File: src/sv/mkg_pkg.sv
// Magnetometer Kalman gate: shared constants, command types and verdict codes.
// Used by mkg_ctrl, mkg_datapath and magnetometer_kalman_gate_unit; no dependencies.
`default_nettype none

package mkg_pkg;

   localparam int SAMPLE_WIDTH   = 16;
   localparam int GAIN_FRAC_BITS = 16;
   localparam int EST_WIDTH      = 24;
   localparam int EXTRA_BITS     = EST_WIDTH - SAMPLE_WIDTH;
   localparam int GAIN_WIDTH     = GAIN_FRAC_BITS + 1;
   localparam int DIFF_WIDTH     = EST_WIDTH + 1;
   localparam int COV_WIDTH      = 32;
   localparam int DEN_WIDTH      = COV_WIDTH + 1;
   localparam int REM_WIDTH      = COV_WIDTH + 2;
   localparam int ACC_WIDTH      = 32;
   localparam int HALF_WIDTH     = ACC_WIDTH / 2;
   localparam int MUL_A_WIDTH    = 34;
   localparam int MUL_B_WIDTH    = 17;
   localparam int PROD_WIDTH     = MUL_A_WIDTH + MUL_B_WIDTH;
   localparam int LO_WIDTH       = MUL_A_WIDTH + HALF_WIDTH;
   localparam int RHS_WIDTH      = LO_WIDTH + HALF_WIDTH;
   localparam int DIV_STEPS      = GAIN_WIDTH;
   localparam int COUNT_WIDTH    = $clog2(DIV_STEPS);

   localparam int SPIKE_LIMIT_WIDTH = 15;
   localparam int PROC_NOISE_WIDTH  = 16;
   localparam int MEAS_NOISE_WIDTH  = 18;
   localparam int RATIO_WIDTH       = 17;
   localparam int CSR_ADDR_WIDTH    = 2;
   localparam int CSR_DATA_WIDTH    = 18;

   localparam int VERDICT_WIDTH  = 2;
   localparam int REQ_DATA_WIDTH = 3 * SAMPLE_WIDTH;
   localparam int RSP_DATA_WIDTH = 3 * SAMPLE_WIDTH;

   localparam logic [SPIKE_LIMIT_WIDTH-1:0] SPIKE_LIMIT_RESET = 15'd800;
   localparam logic [PROC_NOISE_WIDTH-1:0]  PROC_NOISE_RESET  = 16'd2621;
   localparam logic [MEAS_NOISE_WIDTH-1:0]  MEAS_NOISE_RESET  = 18'd32768;
   localparam logic [RATIO_WIDTH-1:0]       RATIO_RESET       = 17'd44564;
   localparam logic [COV_WIDTH-1:0]         COV_RESET =
      COV_WIDTH'(1) << GAIN_FRAC_BITS;
   localparam logic [GAIN_WIDTH-1:0]        GAIN_ONE =
      GAIN_WIDTH'(1) << GAIN_FRAC_BITS;

   typedef enum logic [CSR_ADDR_WIDTH-1:0] {
      CSR_SPIKE_LIMIT   = 2'd0,
      CSR_PROCESS_NOISE = 2'd1,
      CSR_MEAS_NOISE    = 2'd2,
      CSR_RATIO_LIMIT   = 2'd3
   } csr_index_type;

   typedef enum logic [VERDICT_WIDTH-1:0] {
      VERDICT_ACCEPT = 2'd0,
      VERDICT_SPIKE  = 2'd1,
      VERDICT_RATIO  = 2'd2
   } verdict_type;

   typedef enum logic [3:0] {
      MUL_NONE,
      MUL_SQ_SAMPLE,
      MUL_SQ_LIMIT,
      MUL_GAIN_DIFF,
      MUL_COV,
      MUL_SQ_EST,
      MUL_SQ_RATIO,
      MUL_R2_LO,
      MUL_R2_HI
   } mul_sel_type;

   typedef enum logic [3:0] {
      ACT_NONE,
      ACT_LOAD,
      ACT_ACC,
      ACT_SPIKE,
      ACT_DEN,
      ACT_DIV,
      ACT_DIFF,
      ACT_UPD,
      ACT_COV,
      ACT_ROUND,
      ACT_ACC_Z,
      ACT_R2,
      ACT_LO,
      ACT_COMB,
      ACT_CMP,
      ACT_OUT
   } act_type;

   typedef struct packed {
      mul_sel_type mul;
      act_type     act;
      logic [1:0]  axis;
   } mkg_cmd_type;

endpackage

`default_nettype wire

File: src/sv/magnetometer_kalman_gate_unit.sv
// Magnetometer Kalman gate, top level: sequencer plus datapath.
// Depends on mkg_pkg, mkg_ctrl and mkg_datapath.
//
//   channel  direction  handshake              payload
//   req      in         req_tvalid/req_tready  req_tdata: sample_x, sample_y, sample_z
//   rsp      out        rsp_tvalid/rsp_tready  rsp_tdata: filtered_x/y/z; rsp_tuser: verdict
//   csr      in         csr_we                 csr_addr (register index), csr_wdata
//
// When the filter updates, a sample passes from accept to result register through the
// one-bit-per-cycle gain divider and otherwise through single steps of the shared
// 34x17 multiplier or adder. The next beat is taken the cycle after the result is
// loaded, even while that result waits on rsp_tready.
// Synchronous reset restores register defaults, zero estimates and unit covariance.
`default_nettype none

module magnetometer_kalman_gate_unit
   import mkg_pkg::*;
(
   input  logic                      clock,
   input  logic                      reset,
   input  logic                      req_tvalid,
   output logic                      req_tready,
   input  logic [REQ_DATA_WIDTH-1:0] req_tdata,   // sample_x, sample_y, sample_z
   output logic                      rsp_tvalid,
   input  logic                      rsp_tready,
   output logic [RSP_DATA_WIDTH-1:0] rsp_tdata,   // filtered_x, filtered_y, filtered_z
   output logic [VERDICT_WIDTH-1:0]  rsp_tuser,   // verdict
   input  logic                      csr_we,
   input  logic [CSR_ADDR_WIDTH-1:0] csr_addr,
   input  logic [CSR_DATA_WIDTH-1:0] csr_wdata
);

   mkg_cmd_type cmd;
   logic        spike;

   mkg_ctrl u_ctrl (
      .clock      (clock),
      .reset      (reset),
      .req_tvalid (req_tvalid),
      .req_tready (req_tready),
      .rsp_tvalid (rsp_tvalid),
      .rsp_tready (rsp_tready),
      .spike      (spike),
      .cmd        (cmd)
   );

   mkg_datapath u_datapath (
      .clock     (clock),
      .reset     (reset),
      .csr_we    (csr_we),
      .csr_addr  (csr_addr),
      .csr_wdata (csr_wdata),
      .req_tdata (req_tdata),
      .cmd       (cmd),
      .spike     (spike),
      .rsp_tdata (rsp_tdata),
      .rsp_tuser (rsp_tuser)
   );

endmodule

`default_nettype wire

File: src/sv/mkg_ctrl.sv
// Magnetometer Kalman gate: sequencer that steps the datapath through one sample.
// Depends on mkg_pkg for the command struct.
`default_nettype none

module mkg_ctrl
   import mkg_pkg::*;
(
   input  logic        clock,
   input  logic        reset,
   input  logic        req_tvalid,
   output logic        req_tready,
   output logic        rsp_tvalid,
   input  logic        rsp_tready,
   input  logic        spike,
   output mkg_cmd_type cmd
);

   typedef enum logic [4:0] {
      ST_IDLE,
      ST_MAG,
      ST_CHECK,
      ST_DEN,
      ST_DIV,
      ST_DIFF,
      ST_GMUL,
      ST_UPD,
      ST_COVMUL,
      ST_COVUPD,
      ST_ROUND,
      ST_FSQ,
      ST_RSQ,
      ST_PLO,
      ST_PHI,
      ST_COMB,
      ST_CMP,
      ST_FINISH
   } state_type;

   state_type              state_ff, state_in;
   logic [COUNT_WIDTH-1:0] count_ff, count_in;
   logic [1:0]             axis_ff, axis_in;
   logic                   rsp_valid_ff, rsp_valid_in;

   assign req_tready = (state_ff == ST_IDLE);
   assign rsp_tvalid = rsp_valid_ff;

   always_comb begin
      state_in     = state_ff;
      count_in     = count_ff;
      axis_in      = axis_ff;
      rsp_valid_in = rsp_valid_ff && !rsp_tready;
      cmd.mul      = MUL_NONE;
      cmd.act      = ACT_NONE;
      cmd.axis     = axis_ff;
      unique case (state_ff)
         ST_IDLE: begin
            if (req_tvalid) begin
               cmd.act  = ACT_LOAD;
               count_in = '0;
               state_in = ST_MAG;
            end
         end
         ST_MAG: begin
            cmd.axis = count_ff[1:0];
            cmd.mul  = (count_ff == COUNT_WIDTH'(3)) ? MUL_SQ_LIMIT : MUL_SQ_SAMPLE;
            cmd.act  = (count_ff == '0) ? ACT_NONE : ACT_ACC;
            if (count_ff == COUNT_WIDTH'(3)) begin
               state_in = ST_CHECK;
            end else begin
               count_in = count_ff + COUNT_WIDTH'(1);
            end
         end
         ST_CHECK: begin
            cmd.act  = ACT_SPIKE;
            state_in = ST_DEN;
         end
         ST_DEN: begin
            cmd.act  = ACT_DEN;
            count_in = '0;
            state_in = spike ? ST_ROUND : ST_DIV;
         end
         ST_DIV: begin
            cmd.act = ACT_DIV;
            if (count_ff == COUNT_WIDTH'(DIV_STEPS - 1)) begin
               axis_in  = '0;
               state_in = ST_DIFF;
            end else begin
               count_in = count_ff + COUNT_WIDTH'(1);
            end
         end
         ST_DIFF: begin
            cmd.act  = ACT_DIFF;
            state_in = ST_GMUL;
         end
         ST_GMUL: begin
            cmd.mul  = MUL_GAIN_DIFF;
            state_in = ST_UPD;
         end
         ST_UPD: begin
            cmd.act = ACT_UPD;
            if (axis_ff == 2'd2) begin
               state_in = ST_COVMUL;
            end else begin
               axis_in  = axis_ff + 2'd1;
               state_in = ST_DIFF;
            end
         end
         ST_COVMUL: begin
            cmd.mul  = MUL_COV;
            state_in = ST_COVUPD;
         end
         ST_COVUPD: begin
            cmd.act  = ACT_COV;
            state_in = ST_ROUND;
         end
         ST_ROUND: begin
            cmd.act  = ACT_ROUND;
            count_in = '0;
            state_in = spike ? ST_FINISH : ST_FSQ;
         end
         ST_FSQ: begin
            cmd.axis = count_ff[1:0];
            cmd.mul  = (count_ff == COUNT_WIDTH'(3)) ? MUL_SQ_RATIO : MUL_SQ_EST;
            if (count_ff == '0) begin
               cmd.act = ACT_NONE;
            end else if (count_ff == COUNT_WIDTH'(3)) begin
               cmd.act = ACT_ACC_Z;
            end else begin
               cmd.act = ACT_ACC;
            end
            if (count_ff == COUNT_WIDTH'(3)) begin
               state_in = ST_RSQ;
            end else begin
               count_in = count_ff + COUNT_WIDTH'(1);
            end
         end
         ST_RSQ: begin
            cmd.act  = ACT_R2;
            state_in = ST_PLO;
         end
         ST_PLO: begin
            cmd.mul  = MUL_R2_LO;
            state_in = ST_PHI;
         end
         ST_PHI: begin
            cmd.mul  = MUL_R2_HI;
            cmd.act  = ACT_LO;
            state_in = ST_COMB;
         end
         ST_COMB: begin
            cmd.act  = ACT_COMB;
            state_in = ST_CMP;
         end
         ST_CMP: begin
            cmd.act  = ACT_CMP;
            state_in = ST_FINISH;
         end
         ST_FINISH: begin
            if (!rsp_valid_ff || rsp_tready) begin
               cmd.act      = ACT_OUT;
               rsp_valid_in = 1'b1;
               state_in     = ST_IDLE;
            end
         end
         default: begin
            state_in = ST_IDLE;
         end
      endcase
   end

   always_ff @(posedge clock) begin
      if (reset) begin
         state_ff     <= ST_IDLE;
         count_ff     <= '0;
         axis_ff      <= '0;
         rsp_valid_ff <= 1'b0;
      end else begin
         state_ff     <= state_in;
         count_ff     <= count_in;
         axis_ff      <= axis_in;
         rsp_valid_ff <= rsp_valid_in;
      end
   end

endmodule

`default_nettype wire

File: src/sv/mkg_datapath.sv
// Magnetometer Kalman gate: registers, shared multiplier, gain divider and filter state.
// Depends on mkg_pkg; driven one command per cycle by mkg_ctrl.
`default_nettype none

module mkg_datapath
   import mkg_pkg::*;
(
   input  logic                      clock,
   input  logic                      reset,
   input  logic                      csr_we,
   input  logic [CSR_ADDR_WIDTH-1:0] csr_addr,
   input  logic [CSR_DATA_WIDTH-1:0] csr_wdata,
   input  logic [REQ_DATA_WIDTH-1:0] req_tdata,
   input  mkg_cmd_type               cmd,
   output logic                      spike,
   output logic [RSP_DATA_WIDTH-1:0] rsp_tdata,
   output logic [VERDICT_WIDTH-1:0]  rsp_tuser
);

   function automatic logic [SAMPLE_WIDTH:0] abs_val(input logic signed [SAMPLE_WIDTH-1:0] v);
      logic signed [SAMPLE_WIDTH:0] w;
      w = (SAMPLE_WIDTH + 1)'(v);
      return w[SAMPLE_WIDTH] ? (SAMPLE_WIDTH + 1)'(-w) : (SAMPLE_WIDTH + 1)'(w);
   endfunction

   function automatic logic signed [EST_WIDTH-1:0] sat_est(input logic signed [EST_WIDTH+2:0] v);
      logic signed [EST_WIDTH+2:0] hi;
      logic signed [EST_WIDTH+2:0] lo;
      hi = (EST_WIDTH + 3)'((64'sd1 <<< (EST_WIDTH - 1)) - 64'sd1);
      lo = -hi - (EST_WIDTH + 3)'(1);
      if (v > hi) begin
         return EST_WIDTH'(hi);
      end else if (v < lo) begin
         return EST_WIDTH'(lo);
      end
      return EST_WIDTH'(v);
   endfunction

   function automatic logic signed [SAMPLE_WIDTH-1:0] round_est(
      input logic signed [EST_WIDTH-1:0] e);
      logic signed [EST_WIDTH:0] t;
      logic signed [EST_WIDTH:0] hi;
      hi = (EST_WIDTH + 1)'((64'sd1 <<< (SAMPLE_WIDTH - 1)) - 64'sd1);
      t  = ((EST_WIDTH + 1)'(e) + ((EST_WIDTH + 1)'(1) <<< (EXTRA_BITS - 1))) >>> EXTRA_BITS;
      if (t > hi) begin
         return SAMPLE_WIDTH'(hi);
      end
      return SAMPLE_WIDTH'(t);
   endfunction

   logic [SPIKE_LIMIT_WIDTH-1:0] spike_limit_ff;
   logic [PROC_NOISE_WIDTH-1:0]  proc_noise_ff;
   logic [MEAS_NOISE_WIDTH-1:0]  meas_noise_ff;
   logic [RATIO_WIDTH-1:0]       ratio_limit_ff;

   logic signed [EST_WIDTH-1:0]    est_ff [3];
   logic signed [EST_WIDTH-1:0]    est_in [3];
   logic [COV_WIDTH-1:0]           cov_ff, cov_in;
   logic                           spike_ff, spike_in;

   logic signed [SAMPLE_WIDTH-1:0] sample_ff [3];
   logic signed [SAMPLE_WIDTH-1:0] sample_in [3];
   logic signed [SAMPLE_WIDTH-1:0] f_ff [3];
   logic signed [SAMPLE_WIDTH-1:0] f_in [3];
   logic [ACC_WIDTH-1:0]           acc_ff, acc_in;
   logic [PROD_WIDTH-1:0]          prod_ff, prod_in;
   logic                           prod_neg_ff, prod_neg_in;
   logic [COV_WIDTH-1:0]           p_ff, p_in;
   logic [DEN_WIDTH-1:0]           den_ff, den_in;
   logic [REM_WIDTH-1:0]           rem_ff, rem_in;
   logic [GAIN_WIDTH-1:0]          quo_ff, quo_in;
   logic signed [DIFF_WIDTH-1:0]   d_ff, d_in;
   logic [ACC_WIDTH-1:0]           fz2_ff, fz2_in;
   logic [MUL_A_WIDTH-1:0]         r2_ff, r2_in;
   logic [LO_WIDTH-1:0]            lo_ff, lo_in;
   logic [RHS_WIDTH-1:0]           rhs_ff, rhs_in;
   verdict_type                    verdict_ff, verdict_in;
   logic [RSP_DATA_WIDTH-1:0]      rsp_tdata_ff, rsp_tdata_in;
   logic [VERDICT_WIDTH-1:0]       rsp_tuser_ff, rsp_tuser_in;

   logic [MUL_A_WIDTH-1:0]         mul_a;
   logic [MUL_B_WIDTH-1:0]         mul_b;
   logic [DIFF_WIDTH-1:0]          d_mag;
   logic [COV_WIDTH:0]             p_sum;
   logic [REM_WIDTH-1:0]           div_t;
   logic [REM_WIDTH-1:0]           div_r;
   logic                           div_ge;
   logic signed [LO_WIDTH-7:0]     gd;
   logic signed [LO_WIDTH-7:0]     gr;
   logic signed [EST_WIDTH+2:0]    en;

   assign spike     = spike_ff;
   assign rsp_tdata = rsp_tdata_ff;
   assign rsp_tuser = rsp_tuser_ff;

   assign d_mag = d_ff[DIFF_WIDTH-1] ? DIFF_WIDTH'(-d_ff) : DIFF_WIDTH'(d_ff);

   // shared multiplier operands
   always_comb begin
      mul_a       = '0;
      mul_b       = '0;
      prod_neg_in = prod_neg_ff;
      unique case (cmd.mul)
         MUL_NONE: begin
            mul_a = '0;
         end
         MUL_SQ_SAMPLE: begin
            mul_a = MUL_A_WIDTH'(abs_val(sample_ff[cmd.axis]));
            mul_b = MUL_B_WIDTH'(abs_val(sample_ff[cmd.axis]));
         end
         MUL_SQ_LIMIT: begin
            mul_a = MUL_A_WIDTH'(spike_limit_ff);
            mul_b = MUL_B_WIDTH'(spike_limit_ff);
         end
         MUL_GAIN_DIFF: begin
            mul_a       = MUL_A_WIDTH'(d_mag);
            mul_b       = MUL_B_WIDTH'(quo_ff);
            prod_neg_in = d_ff[DIFF_WIDTH-1];
         end
         MUL_COV: begin
            mul_a = MUL_A_WIDTH'(p_ff);
            mul_b = MUL_B_WIDTH'(GAIN_ONE - quo_ff);
         end
         MUL_SQ_EST: begin
            mul_a = MUL_A_WIDTH'(abs_val(f_ff[cmd.axis]));
            mul_b = MUL_B_WIDTH'(abs_val(f_ff[cmd.axis]));
         end
         MUL_SQ_RATIO: begin
            mul_a = MUL_A_WIDTH'(ratio_limit_ff);
            mul_b = MUL_B_WIDTH'(ratio_limit_ff);
         end
         MUL_R2_LO: begin
            mul_a = r2_ff;
            mul_b = MUL_B_WIDTH'(acc_ff[HALF_WIDTH-1:0]);
         end
         MUL_R2_HI: begin
            mul_a = r2_ff;
            mul_b = MUL_B_WIDTH'(acc_ff[ACC_WIDTH-1:HALF_WIDTH]);
         end
         default: begin
            mul_a = '0;
         end
      endcase
      prod_in = PROD_WIDTH'(mul_a) * PROD_WIDTH'(mul_b);
   end

   always_comb begin
      p_sum  = (COV_WIDTH + 1)'(cov_ff) + (COV_WIDTH + 1)'(proc_noise_ff);
      div_t  = rem_ff;
      div_ge = (den_ff != '0) && (div_t >= REM_WIDTH'(den_ff));
      div_r  = div_ge ? div_t - REM_WIDTH'(den_ff) : div_t;
      gd     = prod_neg_ff ? -$signed({1'b0, prod_ff[LO_WIDTH-9:0]})
                           : $signed({1'b0, prod_ff[LO_WIDTH-9:0]});
      gr     = (gd + ((LO_WIDTH - 6)'(1) <<< (GAIN_FRAC_BITS - 1))) >>> GAIN_FRAC_BITS;
      en     = (EST_WIDTH + 3)'(est_ff[cmd.axis]) + (EST_WIDTH + 3)'(gr);

      est_in       = est_ff;
      cov_in       = cov_ff;
      spike_in     = spike_ff;
      sample_in    = sample_ff;
      f_in         = f_ff;
      acc_in       = acc_ff;
      p_in         = p_ff;
      den_in       = den_ff;
      rem_in       = rem_ff;
      quo_in       = quo_ff;
      d_in         = d_ff;
      fz2_in       = fz2_ff;
      r2_in        = r2_ff;
      lo_in        = lo_ff;
      rhs_in       = rhs_ff;
      verdict_in   = verdict_ff;
      rsp_tdata_in = rsp_tdata_ff;
      rsp_tuser_in = rsp_tuser_ff;

      unique case (cmd.act)
         ACT_NONE: begin
            acc_in = acc_ff;
         end
         ACT_LOAD: begin
            sample_in[0] = req_tdata[SAMPLE_WIDTH-1:0];
            sample_in[1] = req_tdata[2*SAMPLE_WIDTH-1:SAMPLE_WIDTH];
            sample_in[2] = req_tdata[3*SAMPLE_WIDTH-1:2*SAMPLE_WIDTH];
            acc_in       = '0;
         end
         ACT_ACC: begin
            acc_in = acc_ff + prod_ff[ACC_WIDTH-1:0];
         end
         ACT_SPIKE: begin
            spike_in = acc_ff > prod_ff[ACC_WIDTH-1:0];
            p_in     = p_sum[COV_WIDTH] ? '1 : p_sum[COV_WIDTH-1:0];
         end
         ACT_DEN: begin
            den_in = DEN_WIDTH'(p_ff) + DEN_WIDTH'(meas_noise_ff);
            rem_in = REM_WIDTH'(p_ff);
            quo_in = '0;
         end
         ACT_DIV: begin
            quo_in = {quo_ff[GAIN_WIDTH-2:0], div_ge};
            rem_in = {div_r[REM_WIDTH-2:0], 1'b0};
         end
         ACT_DIFF: begin
            d_in = DIFF_WIDTH'($signed({sample_ff[cmd.axis], {EXTRA_BITS{1'b0}}}))
                 - DIFF_WIDTH'(est_ff[cmd.axis]);
         end
         ACT_UPD: begin
            est_in[cmd.axis] = sat_est(en);
         end
         ACT_COV: begin
            cov_in = prod_ff[COV_WIDTH+GAIN_FRAC_BITS-1:GAIN_FRAC_BITS];
         end
         ACT_ROUND: begin
            for (int i = 0; i < 3; i++) begin
               f_in[i] = round_est(est_ff[i]);
            end
            acc_in = '0;
         end
         ACT_ACC_Z: begin
            acc_in = acc_ff + prod_ff[ACC_WIDTH-1:0];
            fz2_in = prod_ff[ACC_WIDTH-1:0];
         end
         ACT_R2: begin
            r2_in = prod_ff[MUL_A_WIDTH-1:0];
         end
         ACT_LO: begin
            lo_in = prod_ff[LO_WIDTH-1:0];
         end
         ACT_COMB: begin
            rhs_in = {prod_ff[LO_WIDTH-1:0], {HALF_WIDTH{1'b0}}} + RHS_WIDTH'(lo_ff);
         end
         ACT_CMP: begin
            if ((acc_ff == '0) ||
                (RHS_WIDTH'({fz2_ff, {ACC_WIDTH{1'b0}}}) < rhs_ff)) begin
               verdict_in = VERDICT_RATIO;
            end else begin
               verdict_in = VERDICT_ACCEPT;
            end
         end
         ACT_OUT: begin
            rsp_tdata_in = {f_ff[2], f_ff[1], f_ff[0]};
            rsp_tuser_in = spike_ff ? VERDICT_SPIKE : verdict_ff;
         end
         default: begin
            acc_in = acc_ff;
         end
      endcase
   end

   always_ff @(posedge clock) begin
      if (reset) begin
         spike_limit_ff <= SPIKE_LIMIT_RESET;
         proc_noise_ff  <= PROC_NOISE_RESET;
         meas_noise_ff  <= MEAS_NOISE_RESET;
         ratio_limit_ff <= RATIO_RESET;
         est_ff[0]      <= '0;
         est_ff[1]      <= '0;
         est_ff[2]      <= '0;
         cov_ff         <= COV_RESET;
         spike_ff       <= 1'b0;
      end else begin
         if (csr_we) begin
            unique case (csr_index_type'(csr_addr))
               CSR_SPIKE_LIMIT:   spike_limit_ff <= csr_wdata[SPIKE_LIMIT_WIDTH-1:0];
               CSR_PROCESS_NOISE: proc_noise_ff  <= csr_wdata[PROC_NOISE_WIDTH-1:0];
               CSR_MEAS_NOISE:    meas_noise_ff  <= csr_wdata[MEAS_NOISE_WIDTH-1:0];
               CSR_RATIO_LIMIT:   ratio_limit_ff <= csr_wdata[RATIO_WIDTH-1:0];
               default:           spike_limit_ff <= spike_limit_ff;
            endcase
         end
         est_ff   <= est_in;
         cov_ff   <= cov_in;
         spike_ff <= spike_in;
      end
   end

   always_ff @(posedge clock) begin
      sample_ff    <= sample_in;
      f_ff         <= f_in;
      acc_ff       <= acc_in;
      prod_ff      <= prod_in;
      prod_neg_ff  <= prod_neg_in;
      p_ff         <= p_in;
      den_ff       <= den_in;
      rem_ff       <= rem_in;
      quo_ff       <= quo_in;
      d_ff         <= d_in;
      fz2_ff       <= fz2_in;
      r2_ff        <= r2_in;
      lo_ff        <= lo_in;
      rhs_ff       <= rhs_in;
      verdict_ff   <= verdict_in;
      rsp_tdata_ff <= rsp_tdata_in;
      rsp_tuser_ff <= rsp_tuser_in;
   end

endmodule

`default_nettype wire
File: config.mk
export PLATFORM = sky130hd
export DESIGN_NAME = magnetometer_kalman_gate_unit
export DESIGN_NICKNAME = d
export VERILOG_FILES = /design/src/sv/mkg_pkg.sv /design/src/sv/magnetometer_kalman_gate_unit.sv /design/src/sv/mkg_ctrl.sv /design/src/sv/mkg_datapath.sv
export SDC_FILE = /design/constraint.sdc
export NUM_CORES = 2
export LEC_CHECK = 0
export BUFFER_PORTS_ARGS = -buffer_cell sky130_fd_sc_hd__buf_2
export CORE_MARGIN = 2
export CORE_UTILIZATION = 60
export CTS_BUF_LIST = sky130_fd_sc_hd__clkbuf_4 sky130_fd_sc_hd__clkbuf_8 sky130_fd_sc_hd__clkbuf_16
export DETAILED_ROUTE_END_ITERATION = 16
export HOLD_SLACK_MARGIN = 0.08
export PLACE_DENSITY = 0.75
export SYNTH_ARGS = -nofsm -noshare
export SYNTH_HDL_FRONTEND = slang
export SYNTH_SLANG_ARGS = --single-unit
File: constraint.sdc
create_clock -name clock -period 16.3 [get_ports clock]
set_input_delay 2.445 -clock clock [delete_from_list [all_inputs] [get_ports clock]]
set_output_delay 2.445 -clock clock [all_outputs]
set_load 0.01 [all_outputs]
After elaboration in Yosys (flattened, before gate mapping)
Cells that the tools add are included.
Storage, ports and cells
  register bits after elaboration: 738
  bits of input ports: 73
  output and inout bits: 52
  logic and storage cells: 216
Operators by class
  add/subtract/negate cells: 18
  multipliers: 1
  $lt $le $gt $ge: 10
  equal/unequal tests: 54
  mux-type cells: 70
  bitwise gates (word level): 1
  reductions and logical operators: 28
Operators by type and width (count)
  $pmux 34 s7: 1
  $mux 24: 7
  $mux 16: 10
  $pmux 17 s8: 1
  $pmux 5 s18: 1
  $add 24x9->25 const B: 3
  $bwmux 72: 1
  $pmux 34 s2: 1
  $add 66x50->66: 1
  $lt 64x66->1: 1
  $bmux 16 s2: 2
  $pmux 32 s2: 1
  $pmux 4 s15: 1
  $gt 17x16->1 const B: 3
  $mul 34x17->50: 1
  $bmux 24 s2: 1
  $demux 24 s2: 1
  $mux 5: 9
  $add 43x17->43 const B: 1
  $mux 43: 1
  $neg 42->43: 1
  $eq 5x4->1 const B: 8
  $eq 4x4->1 const B: 9
  $ge 34x33->1: 1
  other kinds (52): 115

Logic depth before layout (Yosys ltp)
  depth in word-level cells: 15
  mapped depth: 47
  depth with buffers taken out: 39

Cells and area by module
From an unflattened synthesis, not the netlist that was laid out.
Second synthesis, totals
  cells, all modules: 6313
  area total of the unflattened synthesis: 59454.5 µm²
By module, submodules not included
  mkg_datapath: instances 1, cells each 6135, area each 58205.8 µm²
  mkg_ctrl: instances 1, cells each 178, area each 1248.7 µm²

Worst setup path before layout
No wires, ideal clock.
  path type: register -> register
  start point: register u_ctrl.state_ff[3]
  end point: register u_datapath.prod_ff[49]
  setup time: 0.072 ns
  data arrival time: 9.538 ns
  required time: 16.228 ns
  path slack: 6.690 ns
  cell stages (with the launch flop): 34
  buffers on the path: 5
  clock period less this slack: 9.610 ns
  path through: dfxtp_1 > buf_2 > inv_1 > or3_1 > clkbuf_1 > nor2_1 > clkbuf_1 > a222oi_1 > o211ai_1 > clkbuf_1 > nand2_1 > fa_1 > inv_1 > fa_1 > inv_1 > fa_1 > inv_1 > fa_1 > fa_1 > fa_1 > ha_1 > clkbuf_1 > a21o_1 > a21o_1 > a21oi_1 > a21boi_0 > a311oi_1 > a211o_1 > a21oi_1 > o22ai_1 > nand4_1 > nand4b_1 > a21oi_1 > xnor2_1
On the way
  cells in the longest elaborated chain, start to end: 11
RTL lines
  start: declaration: RTL line mkg_ctrl.sv:39  | state_type state_ff, state_in;
  start signal: assignment: RTL line mkg_ctrl.sv:178  | state_ff <= state_in;
  $eq 5x1->1 or $eq 5x4->1 (tied branches): RTL line mkg_ctrl.sv:55  | unique case (state_ff)
  $reduce_or 2->1 (no source line)
  $mux 2: RTL line mkg_ctrl.sv:55
  $not 2->3 (not written as such)
  $bmux 16 s2, on equally long branches
  $mux 16, on equally long branches (2 in series)
  $neg 16->17: RTL line mkg_datapath.sv:23  | return w[SAMPLE_WIDTH] ? (SAMPLE_WIDTH + 1)'(-w) : (SAMPLE_WIDTH + 1)'(w);
  $mux 17: RTL line mkg_datapath.sv:23
  $pmux 17 s8 or $pmux 34 s7 (tied branches): RTL line mkg_datapath.sv:103  | unique case (cmd.mul)
  $mul 34x17->50 *: RTL line mkg_datapath.sv:144  | prod_in = PROD_WIDTH'(mul_a) * PROD_WIDTH'(mul_b);
  named net u_datapath.prod_in[49]: RTL line mkg_datapath.sv:66  | logic [PROD_WIDTH-1:0] prod_ff, prod_in;
  end signal: assignment: RTL line mkg_datapath.sv:280  | prod_ff <= prod_in;
  end: declaration: RTL line mkg_datapath.sv:66
Mark *: on every way through the listed nets, which the timed path passes. The rest lies on a longest branch. The select of a mux whose other input is x is not followed.
A chain may end at the register's enable or synchronous reset.

Worst setup path after layout
  start point: register u_ctrl.state_ff[0]
  end point: register u_datapath.prod_ff[48]
The elaborated chain is that of the path after synthesis.

==> results.py <==
metrics = {
    "global_route": {
        "grt_pass1_wl_mm": 287,
        "grt_usage_pct": 37.4,
        "antenna_found_initial": 11,
        "first_global_vias": 47500,
        "gr-total-overflow": 0,
        "grt_max_degree": 90,
    },
    "place": {
        "place_congestion": 1.02,
        "dp_cells": 7569,
        "post-place-ws_ns": 4.74,
        "placed_area_mm2": 0.0614,
        "port_buffers": 124,
        "dp_hpwl_mm": 139,
    },
    "sta": {
        "hold_violations": 0,
        "fin_crit_ns": 11.81,
        "worst_pin_slew_ns": 1.20,
        "rsz0062_at_grt": "no",
        "skew_ns": 0.0275,
        "drv_slew": 0,
        "setup_viol": 0,
        "tns_ns": 0,
        "fmax_mhz": 84.6,
        "timing.final.crit_share_pct": 72.5,
        "hold-worst-slack_ns": 0.417,
        "relSlewSlack_pct": 19.7,
        "setup_slack_ns": 4.49,
    },
    "finish": {
        "final_nets": 7288,
        "final_area_mm2": 0.0641,
        "nFillCells": 7887,
        "fin_cells": 7712,
        "drive_gt1_share_pct": 7.13,
        "syn2layout_area_growth_pct": 8.15,
        "postLayoutCoreUtil_pct": 65.3,
    },
    "route": {
        "ant_nets": 0,
        "via_per_inst": 6.32,
        "wirelength_mm": 191,
        "wl_per_cell_um": 24.7,
        "vias": 48700,
        "route.detailed.drc": 0,
        "drt_iter0_drc": 5937,
        "drt_pass1_iterations": 8,
    },
    "synthesis": {
        "ys_warn_count": 0,
        "synth.avg_cell_area_um2": 9.40,
        "synthTopCellsByCount": "nand2_1, inv_1, edfxtp_1, fa_1, a21oi_1",
        "post-synth-top-area-fraction_pct": 25.5,
        "synth-edff-count": 503,
        "mappedNetlistArea_mm2": 0.0593,
        "synth_top_area_cell": "edfxtp_1",
        "synth-seq-cells": 737,
        "ys_types": 99,
        "ys_seq_area_share_pct": 33.4,
        "synth.area.top_cells": "edfxtp_1, fa_1, dfxtp_1",
        "synth_most_common_cell": "nand2_1",
        "synth_cells": 6308,
        "synthFlopType": "edfxtp_1",
        "async_reset_ff_share_pct": 0,
        "synth_nets": 7235,
    },
    "worst_setup_path": {
        "startpoint_type": "flip-flop",
        "cp_slowest_stage_delay_ns": 0.93,
        "path_max_fanout": 29,
        "worst-path-buf-inv": 3,
        "startpoint": "u_ctrl.state_ff[0]$_SDFFE_PP0P_",
        "cpMostUsedCell": "fa_1",
        "end_kind": "flip-flop",
        "required_ns": 16.80,
        "slowest_stage": "a221oi_1",
        "crit_type": "reg2reg",
        "rr_startpoint": "u_ctrl.state_ff[0]$_SDFFE_PP0P_",
        "critPathArrivalTime_ns": 12.32,
        "crit_family": "adder cells",
    },
    "cts": {
        "cts_tree": "yes",
        "clk_pin_slew_ns": 0.06,
        "insertion_delay_ns": 0.65,
        "htree_levels": 3,
        "cts_resized": 0,
        "clkSinkCount": 737,
        "cts_root_buf": "clkbuf_16",
        "max-clock-path-buffers": 3,
        "cts_made_buffers": 77,
        "cts_hold_buffers": 0,
        "postCtsSetupBuffers": 0,
    },
    "floorplan": {
        "num_rows": 115,
        "die_w_um": 318,
        "core_area_mm2": 0.0981,
        "die_h_um": 318,
        "ios": 125,
        "initial_core_util_pct": 60.4,
        "die_area_mm2": 0.101,
    },
    "pwr": {
        "pwr-share-seq_pct": 29.1,
        "power_leakage_nw": 28.2,
        "ir_drop_mv": 0.105,
        "clkPwrFrac_pct": 22.2,
        "pwr-share-comb_pct": 48.7,
        "p_int_mw": 4.71,
        "power.total_mw": 8.49,
        "sw_frac_of_total_pct": 44.6,
        "p_switching_mw": 3.78,
        "p_per_area_mw_per_mm2": 132,
    },
    "hold_path": {
        "hp-start": "u_datapath.lo_ff[13]$_DFFE_PN_",
        "hold_path.class": "reg2reg",
    },
    "flow_run": {
        "maxCapViolCount": 0,
    },
    "status": {
        "run_status": "finished clean",
    },
}
[worst reg2reg max path: cells and delay by family (launching register included)]
family,cells,cell delay [ns]
buffers and inverters,3,0.52
AO/OA/AOI/OAI,10,3.36
AND/OR/NAND/NOR,9,3.15
adder cells (fa/ha/maj),7,3.56
flip-flops,1,0.84
XOR/XNOR,2,0.27
[cell families (layout without fill, tap and decap cells)]
logic type               count (synthesis)  in the layout  synth area share, %
AND/OR/NAND/NOR                       2083           2083                 16.5
multiplexers                            58             58                 1.00
other                                    1              4              0.00633
AO/OA/AOI/OAI                         1204           1204                 13.2
buffers and inverters                 1025           1139                 6.64
flip-flops                             737            737                 33.4
XOR/XNOR                               344            344                 5.12
adder cells (fa/ha/maj)                856            856                 24.2
[sequential cells by signal, indices dropped and copies added, names as in the netlist, 17 cells and up]
name / count
u_datapath.acc_ff: 32
u_datapath.cov_ff: 32
u_datapath.d_ff: 25
u_datapath.den_ff: 33
u_datapath.div_t: 34
u_datapath.est_ff: 72
u_datapath.f_ff: 48
u_datapath.fz2_ff: 32
u_datapath.lo_ff: 50
u_datapath.meas_noise_ff: 18
u_datapath.p_ff: 32
u_datapath.prod_ff: 50
u_datapath.quo_ff: 17
u_datapath.r2_ff: 34
u_datapath.ratio_limit_ff: 17
u_datapath.rhs_ff: 66
u_datapath.rsp_tdata: 48
u_datapath.sample_ff: 48
[power by group through the flow]
stage / Sequential, mW / Combinational, mW / Clock, mW
after floorplan: 2.41 / 2.74 / 0
after global placement: 2.50 / 3.95 / 0
after detailed placement: 2.50 / 4.00 / 0
after CTS: 2.46 / 4.03 / 1.89
after global routing: 2.48 / 4.47 / 1.96
final: 2.47 / 4.13 / 1.88
[layer usage]
metal	vias up	wire, µm	GRT usage, %
met5	-	79	0
met4	14	13900	23.6
met3	692	22900	9.03
met2	2909	83400	56.9
met1	23600	70600	48.1
li1	21500	-	-
[cell usage in the layout, fill, tap and decap left out, drive strengths merged, types with 66 or more instances in the layout]
master,count
a21o,103
a21oi,377
and2,173
and3,86
buf,234
clkbuf,105
dfxtp,234
edfxtp,503
fa,484
ha,370
inv,769
nand2,969
nand3,117
nand4,66
nor2,317
nor3,78
o21ai,260
xnor2,223
xor2,121
[layout make-up]
| cell class | instances | area [µm²] | share of cell area, % |
|---|---|---|---|
| diodes | 3 | 7.51 | 0.0117 |
| clock buffers | 105 | 2290 | 3.58 |
| clock inverters | 35 | 410 | 0.640 |
| inverters | 765 | 2870 | 4.48 |
| multi-input cells | 4546 | 35700 | 55.6 |
| flip-flops and latches | 737 | 19800 | 30.9 |
| well taps | 1287 | 1610 | 2.51 |
| repair buffers | 234 | 1450 | 2.26 |
[path summary, 6_finish.rpt]
kind                                          end  slack, ns  depth (start not counted)
setup / recovery   u_datapath.prod_ff[48]$_DFF_P_       4.49                         31
hold / removal    u_datapath.rhs_ff[13]$_DFFE_PN_       0.42                          0
setup reg to reg   u_datapath.prod_ff[48]$_DFF_P_       4.49                         31
hold reg to reg   u_datapath.rhs_ff[13]$_DFFE_PN_       0.42                          0
Note: power is estimated with default switching activity, not from simulation.
